File: src/hdl/slotalloc_ram.sv
// ----------------------------------------------------------------------------
// slotalloc_ram
// generic single-port-write, single-port-read ram with registered read data
// ----------------------------------------------------------------------------
module slotalloc_ram #(
   parameter int WIDTH = 8,
   parameter int DEPTH = 16,
   localparam int AW = (DEPTH > 1) ? $clog2(DEPTH) : 1
) (
   input  logic                     clock,
   input  logic                     wr_en,
   input  logic [AW-1:0]            wr_addr,
   input  logic [WIDTH-1:0]         wr_data,
   input  logic                     rd_en,
   input  logic [AW-1:0]            rd_addr,
   output logic [WIDTH-1:0]         rd_data
);

   logic [WIDTH-1:0] mem_ff [DEPTH];
   logic [WIDTH-1:0] rd_data_ff;

   always_ff @(posedge clock) begin
      if (wr_en) begin
         mem_ff[wr_addr] <= wr_data;
      end
      if (rd_en) begin
         rd_data_ff <= mem_ff[rd_addr];
      end
   end

   assign rd_data = rd_data_ff;

endmodule

File: config.mk
export PLATFORM = sky130hd
export DESIGN_NAME = slotalloc_ram
export DESIGN_NICKNAME = d
export VERILOG_FILES = /design/src/hdl/slotalloc_ram.sv
export SDC_FILE = /design/constraint.sdc
export NUM_CORES = 1
export LEC_CHECK = 0
export BUFFER_PORTS_ARGS = -buffer_cell sky130_fd_sc_hd__buf_4
export CORE_ASPECT_RATIO = 0.7
export CORE_MARGIN = 5
export CORE_UTILIZATION = 65
export CTS_CLUSTER_DIAMETER = 120
export DETAILED_ROUTE_END_ITERATION = 8
export PLACE_DENSITY = 0.84
export SLEW_MARGIN = 20
export SYNTH_ARGS = -nofsm -noshare
export SYNTH_HDL_FRONTEND = slang
export SYNTH_SLANG_ARGS = --single-unit
File: constraint.sdc
create_clock -name clock -period 3.9 [get_ports clock]
set_input_delay 0.585 -clock clock [delete_from_list [all_inputs] [get_ports clock]]
set_output_delay 0.585 -clock clock [all_outputs]
set_load 0.02 [all_outputs]
# Yosys cells after proc, flatten, opt, wreduce, memory -nomap -nowiden
# Memories as Yosys holds them, arrays and structs flattened. A register that Yosys moved wholly into a read port is not among the register bits.
# Index checks and enable logic that the tools add are counted.
[op_classes]
mux = 2
[ops]
columns = ["op", "count"]
rows = [
  ["2-to-1 mux 1 bit", 2],
]
[word_totals]
register_bits = 0
ramBits = 128
inputBits = 19
output_inout_bits = 8
elab_cells = 3
memories = 1
[mem_list]
columns = ["memory", "depth", "word_bits", "read_ports", "rd_ports_with_merged_regs", "wr", "line", "source"]
rows = [
  ["mem_ff", 16, 8, 1, 1, 1, "19", "logic [WIDTH-1:0] mem_ff [DEPTH];"],
]

# Logic depth before layout (Yosys ltp)
# Gate-level depths: netlist of the first run.
[logic_depth]
word_depth = 2
depth_mapped = 5
depth_no_buf = 3

# Worst setup path before layout of the first run
# OpenSTA, ideal clock, no wires.
[synth_path]
path_type = "in2reg"
from = "in wr_addr[2]"
to = "mem mem_ff[0][0] (enable)"
arrival_ns = 1.695
setup_slack_ns = 1.822
path_stages = 2
cell_sequence = "or3b_2 -> nor3_1"
[synth_rtl]
columns = ["element", "line", "source"]
rows = [
  ["from (decl)", "12", "input logic [AW-1:0] wr_addr,"],
  ["to (decl)", "19", ""],
]
# Straight into the memory's write port.

# Worst setup path after layout of the first run
[layout_path]
from = "in wr_addr[2]"
to = "mem mem_ff[2][2] (enable)"
# Straight into the memory's write port.

==> results of run 1 <==
-- layer usage --
layer	vias to the layer above	GRT usage (%)	share of wire, %	routed length (um)
met4	0	6.98	0.78	74
li1	1060	-	-	-
met3	13	6.91	7.2	677
met5	-	0	0	0
met1	1253	30.9	44	4130
met2	92	32.0	48	4540
-- worst register-to-register path, delay by kind of cell (launching register included) --
| family | cells | cell delay [ps] |
|---|---|---|
| multiplexers | 1 | 510 |
| flip-flops | 1 | 350 |
| AO/OA/AOI/OAI | 1 | 240 |
| AND/OR/NAND/NOR | 1 | 80 |
-- synth_stat cells --
cell               n
edfxtp_1         136
mux4_2            18
a22oi_1           16
mux4_1            14
nor2_1            13
nand2_1            9
nor3_1             4
buf_2              3
buf_6              3
clkdlybuf4s25_2    3
nand2b_1           2
nand3b_1           2
and2_1             1
and2b_1            1
buf_4              1
nand3_1            1
nor2b_1            1
or3b_2             1
-- cell usage in the layout, fill, tap and decap left out --
cell / instances
edfxtp_1: 136
buf_4: 30
mux4_2: 18
clkbuf_16: 17
a22oi_1: 16
mux4_1: 14
nor2_1: 13
nand2_1: 9
clkbuf_1: 5
nor3_1: 4
clkinv_2: 4
nand3b_1: 2
nand2b_1: 2
clkinv_1: 2
bufinv_16: 2
nor2b_1: 1
and2_1: 1
and2b_1: 1
nand3_1: 1
or3b_2: 1
clkinvlp_4: 1
clkinv_4: 1
-- layout make-up --
cell class              instances  share of cell area [%]
clock buffers                  22                    7.35
clock inverters                10                    1.72
multi-input cells              83                    17.5
flip-flops and latches        136                    67.6
well taps                     101                    2.09
repair buffers                 30                    3.73
-- kinds of logic (layout without fill, tap and decap cells) --
| logic type | after synthesis | in the layout | share of synthesized area (%) |
|---|---|---|---|
| AOI/OAI and AO/OA | 16 | 16 | 2.30 |
| buffers and inverters | 10 | 62 | 1.65 |
| DFF | 136 | 136 | 78.1 |
| muxes | 32 | 32 | 14.8 |
| and+or+nand+nor | 35 | 35 | 3.14 |
-- state kept, by name, indices dropped and copies added (netlist names) --
signal / flops
mem_ff: 128
rd_data: 8
-- power breakdown --
group	internal [W]	switching, W
Sequential	0.00165	0.00000922
Clock	0.000931	0.000547
Combinational	0.0000665	0.0000877
-- worst max path at each step --
| stage | endpoint | slack, ps | cells after the start |
|---|---|---|---|
| floorplan | mem_ff[0][0]$_DFFE_PP_ | 1820 | 2 |
| global placement | rd_data[2]$_DFFE_PP_ | 1600 | 4 |
| detailed placement | mem_ff[2][3]$_DFFE_PP_ | 1570 | 3 |
| CTS | rd_data[4]$_DFFE_PP_ | 1990 | 4 |
| global route | rd_data[6]$_DFFE_PP_ | 1890 | 4 |
| finish | mem_ff[2][2]$_DFFE_PP_ | 2000 | 3 |
-- stage by stage --
stage	setup WS (ps)	hold slack, ps
finish	2000	479
global route	1890	473
CTS	1990	461
detailed placement	1570	740
global placement	1600	733
floorplan	1820	684
==> impl_metrics.csv, run 1 <==
group,metric,value,unit
clocking,clkSinkCount,136,
global_routing,first_global_vias,2591,
placed_design,portBuffers,26,
timing,relSlewSlack,38.3,%
finish,finish.utilization,77.1,%
die,initial_core_util,66.7,%
timing,tightest_slew,922,ps
power,power_density,545,nW/um2
clocking,cts_buffers,17,
setup_path,ff2ff_path_depth,3,
power,p_leak,2.02,nW
logic_synthesis,synth_area_leaders,"edfxtp_1, mux4_2, mux4_1, a22oi_1, nor2_1",
global_routing,grt-ovfl-total,0,
routing,wirelength,9430,um
clocking,clock-root-buffer,"clkbuf_16",
run_status,outcome,"finished, final reports clean",
setup_path,path_delay_family,"simple AND/OR/NAND/NOR gates",
clocking,clock_latency,410,ps
setup_path,ff2ff_setup_slack,2460,ps
die,ios,27,
timing,rsz0062_at_grt,"false",
setup_path,arrival,1930,ps
worst_hold_path,min_path_cells,1,
setup_path,worstSetupEndpointType,"flop",
timing,fin_crit_sh,48.8,%
die,fp.dieH,85.0,um
finish,multiInputGateArea,1060,um2
clocking,cts_tree,"yes",
routing,vias_per_cell,6.33,
clocking,clk_pin_slew,50,ps
setup_path,cp_slowest_cell,"nor2_1",
setup_path,critical_path.startpoint,"wr_addr[2]",
finish,seqCellArea,4080,um2
setup_path,critPathMaxStageDelay,720,ps
logic_synthesis,yosysWarnings,0,
setup_path,worstPathCellList,"buf_4 > or3b_2 > nor2_1",
flow_run,cap_violations,0,
finish,drive_above_1_share,26.3,%
worst_hold_path,min_from,"wr_data[4]",
clocking,cts_hold_buf,0,
global_routing,antenna_found_initial,0,
logic_synthesis,synth-seq-area-share,78.1,%
worst_hold_path,worst_hold_path.endpoint,"mem_ff[9][4]$_DFFE_PP_",
logic_synthesis,syn_inst,229,
routing,first_pass_iters,4,
power,power,0.00329,W
power,peakVddDrop,0.430,mV
logic_synthesis,synth.ff_latch_count,136,
logic_synthesis,syn_area,5230,um2
placed_design,dp_cells,350,
setup_path,cp_max_fo,8,
finish,area_delta_synth_final,15.6,%
placed_design,gp_congestion,0.719,
clocking,cts_resized,0,
finish,antenna_cells,0,
finish,design_area,6040,um2
routing,vias,2418,
setup_path,worst-path-buf-inv,1,
routing,wl_per_cell,24.7,um
placed_design,dpl_cell_area,5490,um2
logic_synthesis,synth_cell_types,18,
setup_path,reg2reg_from,"mem_ff[9][4]$_DFFE_PP_",
timing,max_freq,525,MHz
timing,final_hold_viol_count,0,
worst_hold_path,hold_class,"input pin to flop",
setup_path,r2r-end,"rd_data[4]$_DFFE_PP_",
die,die_area,9960,um2
setup_path,critPathKind,"input pin to flop",
routing,ant_nets,0,
placed_design,dp_hpwl,5750,um
die,die_x,117,um
setup_path,crit_required,3930,ps
timing,setup_viol,0,
finish,stdcell_count,382,
clocking,clockBufferDepth,2,
clocking,cts_setup_buffers,0,
global_routing,grt_pass1_wl,14800,um
logic_synthesis,synth_top_area_share,78.1,%
logic_synthesis,synthesis.nets,248,
finish,nFillCells,426,
timing,min_period,1900,ps
die,core_area,7840,um2
timing,report.final.slew_viol_count,0,
global_routing,grt_max_degree,33,
clocking,htreeDepth,4,
setup_path,cp-start-kind,"input pin",
routing,drc,0,
logic_synthesis,yosysTopAreaCell,"edfxtp_1",
timing,finalClockSkew,5.49,ps
routing,drt-initial-drc-count,184,
finish,nets,287,
global_routing,grt.total_usage,21.5,%
die,rows,27,
logic_synthesis,syn_area_per_cell,22.8,um2
timing,tns,0,ps
Power figures use the tool's default switching activity.
==> run 2, diff against run 1 <==
--- a/config.mk
+++ b/config.mk
@@ -8,10 +8,10 @@
 export BUFFER_PORTS_ARGS = -buffer_cell sky130_fd_sc_hd__buf_4
 export CORE_ASPECT_RATIO = 0.7
 export CORE_MARGIN = 5
-export CORE_UTILIZATION = 65
+export CORE_UTILIZATION = 54
 export CTS_CLUSTER_DIAMETER = 120
 export DETAILED_ROUTE_END_ITERATION = 8
-export PLACE_DENSITY = 0.84
+export PLACE_DENSITY = 0.74
 export SLEW_MARGIN = 20
 export SYNTH_ARGS = -nofsm -noshare
 export SYNTH_HDL_FRONTEND = slang
==> constraint.sdc (replaced) <==
create_clock -name clock -period 1.55 [get_ports clock]
set_input_delay 0.2325 -clock clock [delete_from_list [all_inputs] [get_ports clock]]
set_output_delay 0.2325 -clock clock [all_outputs]
set_load 0.02 [all_outputs]
==> impl_metrics.csv, run 2 (synthesis gave the netlist of run 1 again) <==
group,metric,value,unit
routing,first_pass_iters,6,
finish,antenna_cells,0,
finish,area_delta_synth_final,19.5,%
routing,wl_per_cell,24.3,um
die,die_x,128,um
clocking,clock_latency,410,ps
routing,drc,0,
clocking,clk_pin_slew,50,ps
placed_design,pre_cts_ws,-228,ps
timing,finalClockSkew,7.19,ps
global_routing,antenna_found_initial,0,
run_status,outcome,"finished, final reports clean",
finish,largest_reg_flops,128,
timing,report.final.slew_viol_count,0,
global_routing,grt.total_usage,19.4,%
die,rows,30,
timing,final_hold_viol_count,0,
placed_design,portBuffers,26,
global_routing,grt_busiest_layer,"met1",
flow_run,cap_violations,0,
clocking,cts_buffers,17,
die,die_area,11800,um2
clocking,clkSinkCount,136,
setup_path,cp_max_fo,1,
timing,tightest_slew,878,ps
placed_design,dp_hpwl,6590,um
finish,final_cell_mix,"edfxtp_1, buf_4, mux4_2",
setup_path,crit_required,1710,ps
timing,min_period,1490,ps
timing,setup_viol,0,
global_routing,grt.met2_usage,27.9,%
timing,fin_crit_sh,96.0,%
clocking,cts_tree,"yes",
timing,relSlewSlack,41.3,%
routing,vias_per_cell,5.91,
power,power,0.00805,W
global_routing,grt_max_degree,17,
setup_path,arrival,1640,ps
die,fp.dieH,92.3,um
timing,max_freq,672,MHz
clocking,cts_hold_buf,0,
power,peakVddDrop,0.748,mV
routing,wirelength,10400,um
setup_path,cp-start-kind,"flop",
global_routing,first_global_vias,2523,
setup_path,worstSetupEndpointType,"flop",
finish,max_flop_register,"mem_ff",
global_routing,grt-ovfl-total,0,
timing,fin_ws,62.4,ps
timing,rsz0062_at_grt,"false",
clocking,htreeDepth,4,
clocking,clockBufferDepth,2,
finish,nets,308,
die,ios,27,
routing,drt-initial-drc-count,254,
finish,drive_above_1_share,31.4,%
routing,vias,2523,
die,core_area,9570,um2
worst_hold_path,hold_class,"input pin to flop",
die,initial_core_util,54.6,%
global_routing,use_met1,28.7,%
routing,ant_nets,0,
finish,final_common_cell,"edfxtp_1",
clocking,clock-root-buffer,"clkbuf_16",
placed_design,gp_congestion,0.744,
power,p_leak,2.12,nW
global_routing,grtUsageMet3,5.13,%
global_routing,grt_pass1_wl,15700,um
power,power_density,1290,nW/um2
setup_path,critPathKind,"flop to flop",
==> run 2: cell types whose count changed in the layout (fill, tap and decap cells not counted), sizes merged <==
cell      previous run  this run
buf                 30        51
bufinv               2         1
clkinvlp             1         0
clkbuf              22        21
==> run 2: critical path, cell delays in order, from the launching register on <==
cell and delay [ps]:
edfxtp_1 360, mux4_1 560, a22oi_1 220, nand2_1 90
==> run 2: final cells by class <==
cell class	instances	area, um2
tap	128	160
timing repair buffer	51	433
fill	616	3330
clock buffer	21	440
multi-input combinational	83	1070
sequential	136	4080
clock inverter	8	58.8
==> run 2: final timing paths <==
path                           from  cells after the start                    to  slack [ps]
max          mem_ff[5][0]$_DFFE_PP_                      3  rd_data[0]$_DFFE_PP_          60
min                           rd_en                      1  rd_data[6]$_DFFE_PP_         110
max reg2reg  mem_ff[5][0]$_DFFE_PP_                      3  rd_data[0]$_DFFE_PP_          60
min reg2reg  mem_ff[6][7]$_DFFE_PP_                      3  rd_data[7]$_DFFE_PP_         760
==> run 2: timing repair <==
item                                    4_1_cts  5_1_grt
endpoints found under the setup margin        1        2
buffers inserted                              0        0
resized for setup                             1        2
==> run 2: power breakdown <==
group | internal, W | switching, W | total [W]
Sequential | 0.00415 | 0.0000220 | 0.00417
Combinational | 0.000204 | 0.000246 | 0.000450
Clock | 0.00213 | 0.00129 | 0.00343
==> run 2: stage by stage <==
step,hold WS [ps],instance area [um2],util (%),setup TNS [ps],cells
floorplan,331,5230,-,0,229
global placement,529,5740,60.0,-1210,398
global route,103,6240,65.2,0,427
detailed placement,529,5740,60.0,-1310,398
CTS,95.4,6240,65.2,0,427
finish,113,6240,65.2,0,427
==> run 2: metal layers <==
| layer | wire length, um | part of all wire (%) |
|---|---|---|
| met5 | 0 | 0 |
| met4 | 172 | 1.7 |
| met3 | 691 | 6.7 |
| met2 | 4840 | 47 |
| met1 | 4650 | 45 |
